`config.mk`:
```
export PLATFORM = sky130hd
export DESIGN_NAME = ring_layer_triangle_index_generator
export DESIGN_NICKNAME = d
export VERILOG_FILES = /design/src/design/ritg_pkg.sv /design/src/design/ritg_cfg.sv /design/src/design/ritg_walk.sv /design/src/design/ritg_out_reg.sv /design/src/design/ring_layer_triangle_index_generator.sv
export SDC_FILE = /design/constraint.sdc
export NUM_CORES = 1
export LEC_CHECK = 0
export BUFFER_PORTS_ARGS = -buffer_cell sky130_fd_sc_hd__clkbuf_2
export CAP_MARGIN = 20
export CELL_PAD_IN_SITES_DETAIL_PLACEMENT = 0
export CELL_PAD_IN_SITES_GLOBAL_PLACEMENT = 1
export CORE_ASPECT_RATIO = 1.2
export CORE_MARGIN = 4
export CORE_UTILIZATION = 47
export CTS_BUF_LIST = sky130_fd_sc_hd__clkbuf_16
export DETAILED_ROUTE_END_ITERATION = 16
export HOLD_SLACK_MARGIN = 0.1
export PLACE_DENSITY = 0.88
export SETUP_SLACK_MARGIN = 0.5
export SYNTH_ARGS = -nofsm -noshare
export SYNTH_HDL_FRONTEND = slang
export SYNTH_HIERARCHICAL = 1
export SYNTH_SLANG_ARGS = --single-unit
```
`constraint.sdc`:
```
create_clock -name clk_i -period 4.2 [get_ports clk_i]
set_input_delay 0.42 -clock clk_i [delete_from_list [all_inputs] [get_ports clk_i]]
set_output_delay 0.42 -clock clk_i [all_outputs]
set_load 0.05 [all_outputs]
```
`src/design/ritg_pkg.sv`:
```
// ----------------------------------------------------------------------------
// ritg_pkg: shared types and constants
// Field widths, parameter defaults and the structs that pass between the
// configuration, walk and result-stage modules.
// ----------------------------------------------------------------------------
package ritg_pkg;

  localparam int unsigned IdxW       = 16;  // vertex index width
  localparam int unsigned SideCfgW   = 5;   // side_count register width
  localparam int unsigned RingCfgW   = 7;   // ring_count register width
  localparam int unsigned CmpW       = 16;  // common width for counter compares
  localparam int unsigned PAddrW     = 3;
  localparam int unsigned PDataW     = 32;
  localparam int unsigned InDataW    = 8;
  localparam int unsigned OutDataW   = 48;

  localparam int unsigned DefMaxSides = 16;
  localparam int unsigned DefMaxRings = 64;

  localparam logic [SideCfgW-1:0] SideReset = SideCfgW'(6);
  localparam logic [RingCfgW-1:0] RingReset = RingCfgW'(4);

  // register indexes, taken from paddr[2]
  localparam logic RegSideCount = 1'b0;
  localparam logic RegRingCount = 1'b1;

  typedef struct packed {
    logic [SideCfgW-1:0] side_count;
    logic [RingCfgW-1:0] ring_count;
    logic                restart;
  } cfg_t;

  typedef struct packed {
    logic [IdxW-1:0] corner_a;
    logic [IdxW-1:0] corner_b;
    logic [IdxW-1:0] corner_c;
    logic            mesh_last;
  } tri_t;

endpackage

```
`src/design/ritg_cfg.sv`:
```
// ----------------------------------------------------------------------------
// ritg_cfg: configuration registers
// APB-style write/read of side_count and ring_count, saturated into range;
// any write restarts the mesh walk.
// ----------------------------------------------------------------------------
module ritg_cfg #(
  parameter int unsigned MAX_SIDES = ritg_pkg::DefMaxSides,
  parameter int unsigned MAX_RINGS = ritg_pkg::DefMaxRings
) (
  input  logic                          clk_i,
  input  logic                          rst_ni,
  input  logic                          psel,
  input  logic                          penable,
  input  logic                          pwrite,
  input  logic [ritg_pkg::PAddrW-1:0]   paddr,
  input  logic [ritg_pkg::PDataW-1:0]   pwdata,
  output logic [ritg_pkg::PDataW-1:0]   prdata,
  output logic                          pready,
  output ritg_pkg::cfg_t                cfg_o
);

  localparam int unsigned CmpW = ritg_pkg::CmpW;

  logic [ritg_pkg::SideCfgW-1:0] side_q, side_d;
  logic [ritg_pkg::RingCfgW-1:0] ring_q, ring_d;
  logic                          wr_en;
  logic [ritg_pkg::SideCfgW-1:0] side_raw;
  logic [ritg_pkg::RingCfgW-1:0] ring_raw;

  assign pready   = 1'b1;
  assign wr_en    = psel && penable && pwrite;
  assign side_raw = pwdata[ritg_pkg::SideCfgW-1:0];
  assign ring_raw = pwdata[ritg_pkg::RingCfgW-1:0];

  always_comb begin
    side_d = side_q;
    ring_d = ring_q;
    if (wr_en) begin
      case (paddr[2])
        ritg_pkg::RegSideCount: begin
          // clamp into 3..MAX_SIDES
          if (CmpW'(side_raw) < CmpW'(3)) begin
            side_d = ritg_pkg::SideCfgW'(3);
          end else if (CmpW'(side_raw) > CmpW'(MAX_SIDES)) begin
            side_d = ritg_pkg::SideCfgW'(MAX_SIDES);
          end else begin
            side_d = side_raw;
          end
        end
        ritg_pkg::RegRingCount: begin
          if (ring_raw == '0) begin
            ring_d = ritg_pkg::RingCfgW'(1);
          end else if (CmpW'(ring_raw) > CmpW'(MAX_RINGS)) begin
            ring_d = ritg_pkg::RingCfgW'(MAX_RINGS);
          end else begin
            ring_d = ring_raw;
          end
        end
        default: ;
      endcase
    end
  end

  always_ff @(posedge clk_i or negedge rst_ni) begin
    if (!rst_ni) begin
      side_q <= ritg_pkg::SideReset;
      ring_q <= ritg_pkg::RingReset;
    end else begin
      side_q <= side_d;
      ring_q <= ring_d;
    end
  end

  always_comb begin
    case (paddr[2])
      ritg_pkg::RegSideCount: prdata = ritg_pkg::PDataW'(side_q);
      ritg_pkg::RegRingCount: prdata = ritg_pkg::PDataW'(ring_q);
      default:                prdata = '0;
    endcase
  end

  assign cfg_o.side_count = side_q;
  assign cfg_o.ring_count = ring_q;
  assign cfg_o.restart    = wr_en;

endmodule

```
`src/design/ritg_walk.sv`:
```
// ----------------------------------------------------------------------------
// ritg_walk: ring walk state and triangle forming
// Holds layer, side and step counters plus ring cursors; forms one triangle
// per step and advances the walk in the same cycle.
// ----------------------------------------------------------------------------
module ritg_walk #(
  parameter int unsigned MAX_SIDES = ritg_pkg::DefMaxSides,
  parameter int unsigned MAX_RINGS = ritg_pkg::DefMaxRings
) (
  input  logic           clk_i,
  input  logic           rst_ni,
  input  ritg_pkg::cfg_t cfg_i,
  input  logic           step_i,
  output ritg_pkg::tri_t tri_o
);

  localparam int unsigned IdxW  = ritg_pkg::IdxW;
  localparam int unsigned CmpW  = ritg_pkg::CmpW;
  localparam int unsigned SideW = (MAX_SIDES > 1) ? $clog2(MAX_SIDES) : 1;
  localparam int unsigned LayW  = $clog2(MAX_RINGS + 1);
  localparam int unsigned StepW = (MAX_RINGS > 1) ? $clog2(MAX_RINGS) : 1;

  logic [LayW-1:0]  layer_q, layer_d;
  logic [SideW-1:0] side_q, side_d;
  logic [StepW-1:0] step_q, step_d;
  logic             inward_q, inward_d;
  logic [IdxW-1:0]  inner_q, inner_d;
  logic [IdxW-1:0]  outer_q, outer_d;
  logic [IdxW-1:0]  inner_base_q, inner_base_d;
  logic [IdxW-1:0]  outer_base_q, outer_base_d;

  logic            side_last;
  logic            step_last;
  logic            wrap;
  logic            mesh_end;
  logic [IdxW-1:0] outer_inc;
  logic [IdxW-1:0] inner_inc;
  logic [IdxW-1:0] corner_c;

  assign side_last = (CmpW'(side_q) + CmpW'(1)) == CmpW'(cfg_i.side_count);
  assign step_last = (CmpW'(step_q) + CmpW'(1)) == CmpW'(layer_q);
  assign wrap      = side_last && step_last;
  assign mesh_end  = CmpW'(layer_q) >= CmpW'(cfg_i.ring_count);
  assign outer_inc = outer_q + IdxW'(1);
  assign inner_inc = inner_q + IdxW'(1);

  always_comb begin
    if (inward_q) begin
      corner_c = wrap ? inner_base_q : inner_inc;
    end else begin
      corner_c = wrap ? outer_base_q : outer_inc;
    end
  end

  assign tri_o.corner_a  = inner_q;
  assign tri_o.corner_b  = outer_q;
  assign tri_o.corner_c  = corner_c;
  assign tri_o.mesh_last = !inward_q && step_last && side_last && mesh_end;

  always_comb begin
    layer_d      = layer_q;
    side_d       = side_q;
    step_d       = step_q;
    inward_d     = inward_q;
    inner_d      = inner_q;
    outer_d      = outer_q;
    inner_base_d = inner_base_q;
    outer_base_d = outer_base_q;
    if (cfg_i.restart || (step_i && tri_o.mesh_last)) begin
      layer_d      = LayW'(1);
      side_d       = '0;
      step_d       = '0;
      inward_d     = 1'b0;
      inner_d      = '0;
      outer_d      = IdxW'(1);
      inner_base_d = '0;
      outer_base_d = IdxW'(1);
    end else if (step_i) begin
      if (inward_q) begin
        inner_d  = corner_c;
        inward_d = 1'b0;
      end else begin
        outer_d = outer_inc;
        if (step_last) begin
          step_d   = '0;
          inward_d = 1'b0;
          if (side_last) begin
            // move out one ring
            layer_d      = layer_q + LayW'(1);
            side_d       = '0;
            inner_base_d = outer_base_q;
            inner_d      = outer_base_q;
            outer_base_d = outer_inc;
          end else begin
            side_d = side_q + SideW'(1);
          end
        end else begin
          step_d   = step_q + StepW'(1);
          inward_d = 1'b1;
        end
      end
    end
  end

  always_ff @(posedge clk_i or negedge rst_ni) begin
    if (!rst_ni) begin
      layer_q      <= LayW'(1);
      side_q       <= '0;
      step_q       <= '0;
      inward_q     <= 1'b0;
      inner_q      <= '0;
      outer_q      <= IdxW'(1);
      inner_base_q <= '0;
      outer_base_q <= IdxW'(1);
    end else begin
      layer_q      <= layer_d;
      side_q       <= side_d;
      step_q       <= step_d;
      inward_q     <= inward_d;
      inner_q      <= inner_d;
      outer_q      <= outer_d;
      inner_base_q <= inner_base_d;
      outer_base_q <= outer_base_d;
    end
  end

endmodule

```
`src/design/ritg_out_reg.sv`:
```
// ----------------------------------------------------------------------------
// ritg_out_reg: result register
// Holds one triangle for the master-side stream until it is taken.
// ----------------------------------------------------------------------------
module ritg_out_reg (
  input  logic                            clk_i,
  input  logic                            rst_ni,
  input  logic                            load_i,
  input  ritg_pkg::tri_t                  tri_i,
  output logic                            free_o,
  output logic                            m_axis_tvalid,
  input  logic                            m_axis_tready,
  output logic [ritg_pkg::OutDataW-1:0]   m_axis_tdata,
  output logic                            m_axis_tlast
);

  logic           valid_q, valid_d;
  ritg_pkg::tri_t tri_q;

  assign free_o = !valid_q || m_axis_tready;

  always_comb begin
    valid_d = valid_q;
    if (load_i) begin
      valid_d = 1'b1;
    end else if (m_axis_tready) begin
      valid_d = 1'b0;
    end
  end

  always_ff @(posedge clk_i or negedge rst_ni) begin
    if (!rst_ni) begin
      valid_q <= 1'b0;
    end else begin
      valid_q <= valid_d;
    end
  end

  always_ff @(posedge clk_i) begin
    if (load_i) begin
      tri_q <= tri_i;
    end
  end

  assign m_axis_tvalid = valid_q;
  assign m_axis_tdata  = {tri_q.corner_c, tri_q.corner_b, tri_q.corner_a};
  assign m_axis_tlast  = tri_q.mesh_last;

endmodule

```
`src/design/ring_layer_triangle_index_generator.sv`:
```
// ----------------------------------------------------------------------------
// ring_layer_triangle_index_generator: triangle index stream for ring meshes
// Walks the rings of an n-sided polygon mesh and emits one vertex-index
// triple per advance request.
// ----------------------------------------------------------------------------
// Usage:
//   Slave stream: each request carries advance in tdata[0]. A request with
//   advance high yields one triangle; with advance low it is consumed and
//   dropped without a result and without moving the walk.
//   Master stream: tdata = {corner_c, corner_b, corner_a}, tlast marks the
//   final triangle of the mesh; the walk then starts over from triangle 0.
//   APB port: side_count at 0x0, ring_count at 0x4, values clamped into
//   range on write. Any write restarts the walk; write only while idle.
// Timing:
//   A request is registered in the input register when it is taken; its
//   triangle is formed from the walk state and registered in the result
//   register, which drives tvalid. While the receiver keeps tready high,
//   one triangle per cycle is sustained; the walk counters and ring cursors
//   update with each step. When the receiver stalls, the result register
//   holds and the input register fills; tready then drops until the result is taken.
// Reset:
//   Both streams empty, side_count 6, ring_count 4, walk at the first triangle.
// ----------------------------------------------------------------------------
module ring_layer_triangle_index_generator #(
  parameter int unsigned MAX_SIDES = ritg_pkg::DefMaxSides,
  parameter int unsigned MAX_RINGS = ritg_pkg::DefMaxRings
) (
  input  logic                          clk_i,
  input  logic                          rst_ni,
  // APB configuration
  input  logic                          psel,
  input  logic                          penable,
  input  logic                          pwrite,
  input  logic [ritg_pkg::PAddrW-1:0]   paddr,
  input  logic [ritg_pkg::PDataW-1:0]   pwdata,
  output logic [ritg_pkg::PDataW-1:0]   prdata,
  output logic                          pready,
  // request stream
  input  logic                          s_axis_tvalid,
  output logic                          s_axis_tready,
  input  logic [ritg_pkg::InDataW-1:0]  s_axis_tdata,   // [0] advance, [7:1] zero
  // triangle stream
  output logic                          m_axis_tvalid,
  input  logic                          m_axis_tready,
  output logic [ritg_pkg::OutDataW-1:0] m_axis_tdata,   // [15:0] corner_a,
                                                        // [31:16] corner_b,
                                                        // [47:32] corner_c
  output logic                          m_axis_tlast    // mesh_last
);

  ritg_pkg::cfg_t cfg;
  ritg_pkg::tri_t tri_w;

  logic in_valid_q, in_valid_d;
  logic in_adv_q;
  logic out_free;
  logic fire;
  logic step;
  logic take;

  // retire the held request when its result has room, or at once if it
  // asks for nothing
  assign fire          = in_valid_q && (!in_adv_q || out_free);
  assign step          = fire && in_adv_q;
  assign s_axis_tready = !in_valid_q || fire;
  assign take          = s_axis_tvalid && s_axis_tready;

  always_comb begin
    in_valid_d = in_valid_q;
    if (take) begin
      in_valid_d = 1'b1;
    end else if (fire) begin
      in_valid_d = 1'b0;
    end
  end

  always_ff @(posedge clk_i or negedge rst_ni) begin
    if (!rst_ni) begin
      in_valid_q <= 1'b0;
    end else begin
      in_valid_q <= in_valid_d;
    end
  end

  always_ff @(posedge clk_i) begin
    if (take) begin
      in_adv_q <= s_axis_tdata[0];
    end
  end

  ritg_cfg #(
    .MAX_SIDES (MAX_SIDES),
    .MAX_RINGS (MAX_RINGS)
  ) u_cfg (
    .clk_i   (clk_i),
    .rst_ni  (rst_ni),
    .psel    (psel),
    .penable (penable),
    .pwrite  (pwrite),
    .paddr   (paddr),
    .pwdata  (pwdata),
    .prdata  (prdata),
    .pready  (pready),
    .cfg_o   (cfg)
  );

  ritg_walk #(
    .MAX_SIDES (MAX_SIDES),
    .MAX_RINGS (MAX_RINGS)
  ) u_walk (
    .clk_i  (clk_i),
    .rst_ni (rst_ni),
    .cfg_i  (cfg),
    .step_i (step),
    .tri_o  (tri_w)
  );

  ritg_out_reg u_out (
    .clk_i         (clk_i),
    .rst_ni        (rst_ni),
    .load_i        (step),
    .tri_i         (tri_w),
    .free_o        (out_free),
    .m_axis_tvalid (m_axis_tvalid),
    .m_axis_tready (m_axis_tready),
    .m_axis_tdata  (m_axis_tdata),
    .m_axis_tlast  (m_axis_tlast)
  );

endmodule

```
==> impl_results.md, run 1 <==
- Status: completed
- Hold WC Path Type: primary input to asynchronous set/reset pin
- Final Skew: 10.68 ps
- Post-DRT Antenna Nets: 0
- Fin util: 0.5475
- Critical Path RT: about 4500 ps
- Detailed placement HPWL: 11.95 mm
- Crit path max-delay family: simple AND/OR/NAND/NOR gates
- Initial antenna violation count: 0
- Max Cap Viol: 0
- Per-cell routed wire length: 16.94 um
- Mux contribution to synthesized area: 0.01986
- Total Nets Final: 888
- Avg Vias per Cell: 5.448
- Final hold slack: 109.1 ps
- Pwr/cell area: 449.1 mW/mm^2
- Mapped cell area: 0.007686 sq mm
- Commonest cells in the netlist: nand2_1 (135), dfrtp_1 (90), edfxtp_1 (50)
- Post-synth EDFFs: 50
- CTS tree: yes
- N_diodes: 0
- GR Overflow Total: 0
- Max Fclk: 299.7 MHz
- Cts bufs inserted: 17
- Critical Path Max Stage Delay: 740 ps
- Layout cell share with drive strength beyond 1: 0.1788
- Peak supply drop: 0.0002442 V
- Fin crit share: 0.7944
- FF+latch count, synth: roughly 150
- Vias in the first global route: 5,401
- Pin count of the biggest net entering global routing: 70
- Slew Viols, Final: 0
- Ports: about 130
- Clock-pin slew on the worst setup and hold paths: about 60 ps
- Setup-failing EPs final: 0
- Compound-Gate Fraction of Synth Area: 0.1512
- Synth async-reset ratio: 0.6575
- Startpoint Class: flop
- Post-CTS resize count: 0
- Die Height: ~150 um
- Worst path arrival time: 3640 ps
- Detailed Route WL: 17.74 mm
- Top post-synthesis cells by area: dfrtp_1 (29%), edfxtp_1 (20%), nand2_1 (6.6%), a21oi_1 (2.9%), buf_4 (2.9%)
- Worst path bufs/invs: 0
- Adder-Cell Fraction of Synth Area: 0.01953
- CTS Hold Buffers Added: 0
- Clock root buffer: clkbuf_16
- Global-route wire length before repair: between 20 and 30 mm
- H-tree levels: 4
- Xor and xnor area share after synthesis: 0.04900
- Total GRT Usage: 0.1937
- Post-synth top area cell: dfrtp_1
- Clock sink count: around 150
- # DRC: 0
- Core area: 0.01583 sq mm
- Netlist cell types: 75
- CP cell instances: ha_1 -> and3b_1 -> o21ai_0 -> a211oi_4 -> o211ai_1 -> nor3_2 -> nor2_1 -> a221o_1
- Max Root-Sink Buffers: 2
- Primary FF master, synth: dfrtp_1
- Chip width: ~120 um
- Crit path capture type: flop
- Register area share after synthesis: 0.5089
- Syn. warnings: 6
- Final TNS setup: 0 ps
- Largest family of logic cells by synthesized area: simple AND/OR/NAND/NOR gates
- Worst-Skew Late Latency: 420 ps
- # port buffers: between 70 and 80
- DRT Pass-1 Iters: 5
- Setup CP Type: flop to flop
- Setup Fix Bufs, Post-CTS: 0
- Hold Vio Cnt, Final: 0
- P_leak: 3.781 nW
- Initial core utilization: 0.4856
- Gpl congestion: 0.8152
- Share of the synthesized area in the top cell type: 0.2930
- DR iter-0 viols: between 400 and 500
- Crit-path max FO: 13
- CP max stage cell: nor3_2
- Vias: 5,704
- Worst slew pin tran: 973.9 ps
- Post-synthesis cell count: about 770
- Top-count cell post-synth: nand2_1
- Period minus WS final: 3337 ps
- Die area: 0.01847 sq mm
- Area delta synth->final: 12.75%
- Mean post-synth cell area: 10.03 sq um
- Worst rel slew slack: 0.3464
- Unrepaired setup endpoints after global routing: no
- Num rows: 50
- Simple-gate area share of the yosys netlist: 0.1916
[per-layer routing]
layer | part of all wire | global-route usage | vias to the layer above
li1 | - | - | 2789
met1 | 0.41 | 0.2337 | 2722
met2 | 0.51 | 0.3369 | 166
met3 | 0.053 | 0.04670 | 27
met4 | 0.023 | 0.07401 | 0
met5 | 0 | 0 | -
[through the flow]
stage	cells	area (sq um)	total power (W)	worst slack [ps]
floorplan	790	7776	0.002249	1431
global placement	1015	8090	0.002426	1000
detailed placement	1015	8090	0.002435	928.7
CTS	1047	8666	0.003923	903.1
global route	1047	8666	0.004059	604.1
finish	1047	8666	0.003892	863.4
[cell usage in the layout, fill, tap and decap left out, types with 18 or more instances in the layout]
cell type / count
nand2_1: 135
dfrtp_1: 90
clkbuf_2: 72
edfxtp_1: 50
a21oi_1: 45
nor2_1: 42
o21ai_0: 37
conb_1: 26
xor2_1: 22
xnor2_1: 21
o21ai_1: 19
nand3_1: 18
[state kept, by name, indices dropped and copies added, names as in the netlist]
name	count
u_walk/outer_q	16
u_walk/inner_base_q	16
u_walk/step_q	6
in_valid_q	1
u_walk/inward_q	1
u_out/m_axis_tvalid	1
u_out/m_axis_tdata	48
u_cfg/side_q	5
u_walk/inner_q	16
u_walk/layer_q	7
u_walk/side_q	4
u_cfg/ring_q	7
u_out/m_axis_tlast	1
in_adv_q	1
u_walk/outer_base_q	16
[cell type report]
| cell class | count | area, sq um |
|---|---|---|
| clock buffer | 17 | 425.4 |
| clock inverter | 15 | 150.1 |
| sequential | 146 | 3911 |
| timing repair buffer | 83 | 442.9 |
| inverter | 13 | 48.80 |
| multi-input combinational | 565 | 3427 |
| fill | 1410 | 7162 |
| tap | 208 | 260.3 |
[final timing paths]
kind,from,to,depth (start not counted),slack (ps)
max in group asynchronous,rst_ni,u_walk/inner_q[8],2,3160
setup / recovery,u_walk/side_q[0],u_walk/outer_q[8],8,860
min in group clk_i,s_axis_tdata[0],in_adv_q,1,190
setup reg to reg,u_walk/side_q[0],u_walk/outer_q[8],8,860
hold / removal,rst_ni,u_cfg/ring_q[1],1,110
hold reg to reg,u_cfg/ring_q[2],u_cfg/ring_q[2],2,480
[where the power goes]
| group | switching [W] | internal [W] | leakage [nW] | total (W) |
|---|---|---|---|---|
| Sequential | 0.000100 | 0.00159 | 1.76 | 0.00169 |
| Clock | 0.000567 | 0.000917 | 0.287 | 0.00148 |
| Combinational | 0.000515 | 0.000204 | 1.73 | 0.000719 |
| Total | 0.00118 | 0.00271 | 3.78 | 0.00389 |
[logic make-up after synthesis]
logic type      count (synthesis)
xor+xnor                       43
fa+ha+maj                      12
flops                         146
mux                            13
compound gates                177
other cells                     2
simple gates                  294
buf+inv                        79
Note: power is estimated with default switching activity, not from simulation.
==> inputs of run 2 (changes only) <==
CORE_UTILIZATION = 39   (was 47)
PLACE_DENSITY = 0.78   (was 0.88)
clock period = 2.8 ns   (was 4.2 ns; I/O delays follow)
==> impl_results.md, run 2 (same netlist as run 1, synthesis figures left out) <==
- Critical Path Max Stage Delay: 420 ps (was 740 ps)
- Ports: 134 (unchanged)
- Pin count of the biggest net entering global routing: 51 (was 70)
- CTS tree: yes (unchanged)
- Worst path bufs/invs: 2 (was 0)
- Avg Vias per Cell: 5.317 (was 5.448)
- CP cell instances: ha_4 -> nand4_1 -> a2bb2oi_2 -> a211oi_4 -> o211ai_4 -> buf_12 -> buf_16 -> a31o_4 -> a221o_1 (was ha_1 -> and3b_1 -> o21ai_0 -> a211oi_4 -> o211ai_1 -> nor3_2 -> nor2_1 -> a221o_1)
- Post-DRT Antenna Nets: 0 (unchanged)
- # port buffers: 73 (unchanged)
- Global-route wire length before repair: 32.68 mm (was 28.30 mm)
- Worst R2R Setup Slack: 350 ps (was 860 ps)
- Worst-Skew Late Latency: 420 ps (about the same)
- Num rows: 56 (was 50)
- Max Root-Sink Buffers: 2 (unchanged)
- Clock-pin slew on the worst setup and hold paths: 70 ps (was 60 ps)
- Die area: 0.02203 sq mm (was 0.01847 sq mm)
- H-tree levels: 4 (unchanged)
- CP max stage cell: dfrtp_2 (was nor3_2)
- Worst path arrival time: 2760 ps (was 3640 ps)
- Initial core utilization: 0.3946 (was 0.4856)
- Most frequent cells in the layout: nand2_1 (123), dfrtp_1 (85), clkbuf_2 (72) (was nand2_1 (135), dfrtp_1 (90), clkbuf_2 (72))
- Per-cell routed wire length: 17.71 um (was 16.94 um)
- Clock power share: 0.354 (was 0.381)
- Total GRT Usage: 0.1895 (was 0.1937)
- N_diodes: 0 (unchanged)
- Commonest non-fill, non-tap cell in the layout: nand2_1 (unchanged)
- Vias: 6,285 (was 5,704)
- Hold WC Path Type: primary input to flop (was primary input to asynchronous set/reset pin)
- Clock root buffer: clkbuf_16 (unchanged)
- Max Cap Viol: 0 (unchanged)
- Pwr/cell area: 588.2 mW/mm^2 (was 449.1 mW/mm^2)
- Detailed Route WL: 20.94 mm (was 17.74 mm)
- Final hold slack: 122.0 ps (was 109.1 ps)
- Unrepaired setup endpoints after global routing: yes (was no)
- Period minus WS final: 2454 ps (was 3337 ps)
- Internal power: 0.004041 W (was 0.002709 W)
- Gpl congestion: 0.8240 (was 0.8152)
- Core area: 0.01948 sq mm (was 0.01583 sq mm)
- DR iter-0 viols: 371 (was 428)
- Max reg flops: 48 (unchanged)
- Slew Viols, Final: 0 (unchanged)
- Cts bufs inserted: 17 (unchanged)
- Hold Vio Cnt, Final: 0 (unchanged)
- Layout cell share with drive strength beyond 1: 0.3485 (was 0.1788)
- Initial antenna violation count: 1 (was 0)
- DRT Pass-1 Iters: 5 (unchanged)
- Setup CP Type: flop to flop (unchanged)
- Switching Share: 0.3248 (was 0.3038)
- Area delta synth->final: 32.38% (was 12.75%)
- Combinational cell fraction of total power: 0.224 (was 0.185)
- Detailed placement HPWL: 13.43 mm (was 11.95 mm)
- Crit path capture type: flop (unchanged)
- Final Skew: 9.397 ps (was 10.68 ps)
- Final TNS setup: 0 ps (unchanged)
- Sw Pwr: 0.001944 W (was 0.001182 W)
- Status: completed (unchanged)
- Fin crit share: 0.8766 (was 0.7944)
- Peak supply drop: 0.0004184 V (was 0.0002442 V)
- Clock sink count: 146 (unchanged)
- Total power: 0.005985 W (was 0.003892 W)
- GR Overflow Total: 0 (unchanged)
- Worst slew pin tran: 633.4 ps (was 973.9 ps)
- P_leak: 4.330 nW (was 3.781 nW)
- Die Height: 161.8 um (was 148.1 um)
- Crit path max-delay family: compound AO/OA/AOI/OAI gates (was simple AND/OR/NAND/NOR gates)
- Worst rel slew slack: 0.5777 (was 0.3464)
- Critical Path RT: 3110 ps (was 4500 ps)
- Setup-failing EPs final: 0 (unchanged)
- Vias in the first global route: 6,096 (was 5,401)
- Startpoint Class: flop (unchanged)
- Total Nets Final: 970 (was 888)
- Crit-path max FO: 8 (was 13)
- Fin util: 0.5224 (was 0.5475)
- Max Fclk: 407.4 MHz (was 299.7 MHz)
- Chip width: 136.2 um (was 124.7 um)
- Seq pwr share: 0.422 (was 0.434)
- # DRC: 0 (unchanged)
run 2: cell types whose count changed in the layout (fill, tap and decap cells not counted), moves of 12 or more:
cell     before  now
buf_6         0   20
nand2_2       0   12
nand2_1     135  123
buf_4        11   49
a21oi_2       0   15
a21oi_1      45   29
o21ai_0      37   18
run 2: power groups by stage:
stage	Combinational [W]	Clock (W)	Sequential, W
6_report	0.00134	0.00212	0.00252
3_5_place_dp	0.00115	0	0.00256
5_1_grt	0.00143	0.00225	0.00255
4_1_cts	0.00130	0.00216	0.00253
3_3_place_gp	0.00114	0	0.00256
2_1_floorplan	0.000700	0	0.00269
run 2: worst register-to-register path, cell delays in order, from the launching register on:
cell and delay, ps:
dfrtp_2 420, ha_4 180, nand4_1 120, a2bb2oi_2 170, a211oi_4 360, o211ai_4 190, buf_12 170, buf_16 140
a31o_4 280, a221o_1 300
run 2: path summary, 6_finish.rpt:
kind / from / end / cells past startpoint
worst max register to register: u_walk/side_q[0] / u_walk/inner_q[8] / 9
worst min register to register: u_cfg/ring_q[2] / u_cfg/ring_q[2] / 2
max in group asynchronous: rst_ni / u_walk/outer_base_q[0] / 3
min in group asynchronous: rst_ni / u_cfg/ring_q[5] / 2
worst min-delay path: pwdata[3] / u_cfg/ring_q[3] / 3
worst max-delay path: u_walk/side_q[0] / u_walk/inner_q[8] / 9
run 2: per-layer routing:
layer | GRT usage | vias up | share of wire
met5 | 0 | - | 0.00096
met4 | 0.07058 | 2 | 0.024
met3 | 0.03872 | 43 | 0.043
met2 | 0.3263 | 184 | 0.52
met1 | 0.2338 | 3081 | 0.41
li1 | - | 2975 | -
run 2: area by class of cell:
cell class              count  area [sq um]
clock inverters            15         121.4
flip-flops and latches    146          3918
fillers                  1772          9304
repair buffers            164          1396
well taps                 261         326.6
clock buffers              17         425.4
inverters                  13         51.30
multi-input cells         566          3936
run 2: timing repair:
action,in CTS,in global routing
gates resized for setup,79,78
endpoints found under the hold margin,41,0
hold buffers,6,0
gates cloned,6,4
endpoints found under the setup margin,95,93
pin swaps,24,24
setup buffers,30,15
run 2: per-stage QoR:
step | setup slack (ps) | instances | instance area (sq um)
CTS | 376.3 | 1163 | 9702
global placement | 159.5 | 1089 | 8392
finish | 345.7 | 1182 | 10170
global route | 245.5 | 1182 | 10170
detailed placement | 181.7 | 1089 | 8392
floorplan | 507.3 | 790 | 7826
==> inputs of run 3 (changes only) <==
ABC_AREA = 1   (was not set)
CORE_UTILIZATION = 38   (was 39)
PLACE_DENSITY = 0.79   (was 0.78)
==> impl_results.md, run 3 <==
- Status: completed (unchanged)
- FF+latch count, synth: 146 (unchanged)
- Synth async-reset ratio: 0.6575 (unchanged)
- Chip width: 140.4 um (was 136.2 um)
- Worst path arrival time: 2560 ps (was 2760 ps)
- Post-synth top area cell: dfrtp_1 (unchanged)
- Pin count of the biggest net entering global routing: 53 (was 51)
- Vias in the first global route: 6,705 (was 6,096)
- Max Root-Sink Buffers: 2 (unchanged)
- Commonest non-fill, non-tap cell in the layout: nand2_1 (unchanged)
- Max Cap Viol: 0 (unchanged)
- GR Overflow Total: 0 (unchanged)
- PnR worst setup slack: 421.6 ps (was 345.7 ps)
- Commonest cells in the netlist: nand2_1 (300), inv_1 (129), dfrtp_1 (90) (was nand2_1 (135), dfrtp_1 (90), edfxtp_1 (50))
- Startpoint Class: flop (unchanged)
- Die area: 0.02341 sq mm (was 0.02203 sq mm)
- Share of the synthesized area in the top cell type: 0.2820 (was 0.2930)
- Avg Vias per Cell: 5.050 (was 5.317)
- Top-count cell post-synth: nand2_1 (unchanged)
- Fin crit share: 0.8494 (was 0.8766)
- Worst rel slew slack: 0.5169 (was 0.5777)
- Initial antenna violation count: 0 (was 1)
- Mapped cell area: 0.007988 sq mm (was 0.007686 sq mm)
- Die Height: 166.8 um (was 161.8 um)
- Clock-pin slew on the worst setup and hold paths: 60 ps (was 70 ps)
- Period minus WS final: 2378 ps (was 2454 ps)
- Setup CP Type: flop to flop (unchanged)
- Area delta synth->final: 38.31% (was 32.38%)
- Crit path capture type: flop (unchanged)
- Initial core utilization: 0.3902 (was 0.3946)
- Syn. warnings: 6 (unchanged)
- Post-synth EDFFs: 50 (unchanged)
- # DRC: 0 (unchanged)
- Max Fclk: 420.5 MHz (was 407.4 MHz)
- Dpl ws: 187.8 ps (was 181.7 ps)
- Total GRT Usage: 0.1788 (was 0.1895)
- Mean post-synth cell area: 8.093 sq um (was 10.03 sq um)
- Critical Path RT: 2980 ps (was 3110 ps)
- Unrepaired setup endpoints after global routing: yes (unchanged)
- N_diodes: 0 (unchanged)
- Register area share after synthesis: 0.4897 (was 0.5089)
- Worst-Skew Late Latency: 420 ps (about the same)
- Detailed placement HPWL: 14.46 mm (was 13.43 mm)
- Total Nets Final: 1,193 (was 970)
- P_leak: 5.203 nW (was 4.330 nW)
- Netlist cell types: 41 (was 75)
- Slew Viols, Final: 0 (unchanged)
- Vias: 7,115 (was 6,285)
- Clock sink count: 146 (unchanged)
- Cts bufs inserted: 17 (unchanged)
- Ports: 134 (unchanged)
- Peak supply drop: 0.0004789 V (was 0.0004184 V)
- Global-route wire length before repair: 33.63 mm (was 32.68 mm)
- Crit-path max FO: 4 (was 8)
- Num rows: 57 (was 56)
- Pwr/cell area: 864.1 mW/mm^2 (was 588.2 mW/mm^2)
- Hold Vio Cnt, Final: 0 (unchanged)
- Post-DRT Antenna Nets: 0 (unchanged)
- Gpl congestion: 0.8423 (was 0.8240)
- Max reg flops: 48 (unchanged)
- Core area: 0.02047 sq mm (was 0.01948 sq mm)
- Primary FF master, synth: dfrtp_1 (unchanged)
- Hold WC Path Type: primary input to flop (unchanged)
- DR iter-0 viols: 481 (was 371)
- # port buffers: 73 (unchanged)
- Final Skew: 7.321 ps (was 9.397 ps)
- Detailed Route WL: 22.45 mm (was 20.94 mm)
- Fill count: 1,826 (was 1,772)
- Layout cell share with drive strength beyond 1: 0.3479 (was 0.3485)
- Clock root buffer: clkbuf_16 (unchanged)
- Per-cell routed wire length: 15.93 um (was 17.71 um)
- DRT Pass-1 Iters: 5 (unchanged)
- Setup-failing EPs final: 0 (unchanged)
- Post-synthesis cell count: 987 (was 766)
- Worst slew pin tran: 724.7 ps (was 633.4 ps)
- H-tree levels: 4 (unchanged)
- Top post-synthesis cells by area: dfrtp_1 (28%), edfxtp_1 (19%), nand2_1 (14%), inv_1 (6.1%), nand3_1 (4.5%) (was dfrtp_1 (29%), edfxtp_1 (20%), nand2_1 (6.6%), a21oi_1 (2.9%), buf_4 (2.9%))
- Most frequent cells in the layout: nand2_1 (226), inv_1 (124), dfrtp_1 (86) (was nand2_1 (123), dfrtp_1 (85), clkbuf_2 (72))
- Final TNS setup: 0 ps (unchanged)
- CTS tree: yes (unchanged)
## run 3: changes by cell type in the layout (fill, tap and decap cells not counted), sizes merged, moves of 14 or more
cell	change
xnor2	-19
nand4	+14
inv	+122
nand2b	-17
o211ai	-17
nand3	+57
nor2	+23
nand2	+175
o21ai	+37
a21oi	-39
## run 3: metal layers
layer  GRT usage  up-vias  part of all wire  wire length, um
li1            -     3448                 -                -
met1      0.2208     3413              0.41             9225
met2      0.3046      203              0.51            11510
met3     0.03327       51             0.043              968
met4     0.07796        0             0.033              747
met5           0        -                 0                0
## run 3: final timing paths
path | start | endpoint | slack (ps) | depth (start not counted)
hold reg to reg | u_walk/outer_q[5] | u_out/m_axis_tdata[21] | 480 | 0
max in group asynchronous | rst_ni | u_walk/inner_q[10] | 1630 | 3
hold / removal | pwdata[4] | u_cfg/ring_q[4] | 130 | 3
setup reg to reg | u_walk/step_q[1] | u_out/m_axis_tdata[43] | 420 | 17
min in group asynchronous | rst_ni | u_walk/step_q[5] | 460 | 2
setup / recovery | u_walk/step_q[1] | u_out/m_axis_tdata[43] | 420 | 17
## run 3: cell families after synthesis
family | share of synthesized area
AOI/OAI and AO/OA | 0.08521
and+or+nand+nor | 0.2715
buffers and inverters | 0.1120
other | 0.0009402
DFF | 0.4897
xor gates and xnor gates | 0.02193
adders and majority gates | 0.01880
## run 3: per-stage QoR
stage / hold slack (ps) / cell area, sq um / instances / total power [W] / utilization
final: 132.2 / 11050 / 1409 / 0.009546 / 0.5398
after global routing: 140.2 / 11050 / 1409 / 0.01011 / 0.5398
after CTS: 128.2 / 9913 / 1374 / 0.008992 / 0.4843
after detailed placement: 387.3 / 8647 / 1317 / 0.006008 / 0.4225
after global placement: 384.0 / 8647 / 1317 / 0.005969 / 0.4225
after floorplan: -15.59 / 8134 / 1011 / 0.005178 / -
## run 3: critical path, stage by stage (launching register included)
cell      delay [ps]
dfrtp_1          430
buf_6            150
nand2_4           50
nor2_4           150
nand3_4          120
nand2_4          100
nand2_4           60
nand2_4           90
nor2_8            50
nand3_4          130
buf_12           130
clkinv_8          50
buf_4            130
buf_4            130
a21oi_1          120
o21ai_1           90
nand2_1          100
inv_1             50
## run 3: power by group
| part | switching [W] | total (W) | internal, W | leakage (nW) |
|---|---|---|---|---|
| combinational | 0.00264 | 0.00418 | 0.00154 | 3.17 |
| sequential | 0.000368 | 0.00303 | 0.00266 | 1.73 |
| clock | 0.000869 | 0.00234 | 0.00147 | 0.301 |
| total | 0.00387 | 0.00955 | 0.00567 | 5.20 |
## run 3: what timing repair did
action	4_1_cts	5_1_grt
setup endpoints to repair	96	95
pin swaps	20	62
buffers inserted	19	26
resized for setup	89	216
endpoints found under the hold margin	47	0
gates cloned	3	9
hold buffers	3	0
## run 3: layout make-up
type	count	area, sq um	area share
Clock buffer	17	425.4	0.03851
Clock inverter	15	177.7	0.01608
Inverter	136	548.0	0.04960
Multi-Input combinational cell	674	4227	0.3826
Sequential cell	146	3916	0.3545
Tap cell	265	331.6	0.03001
Timing Repair Buffer	156	1423	0.1288
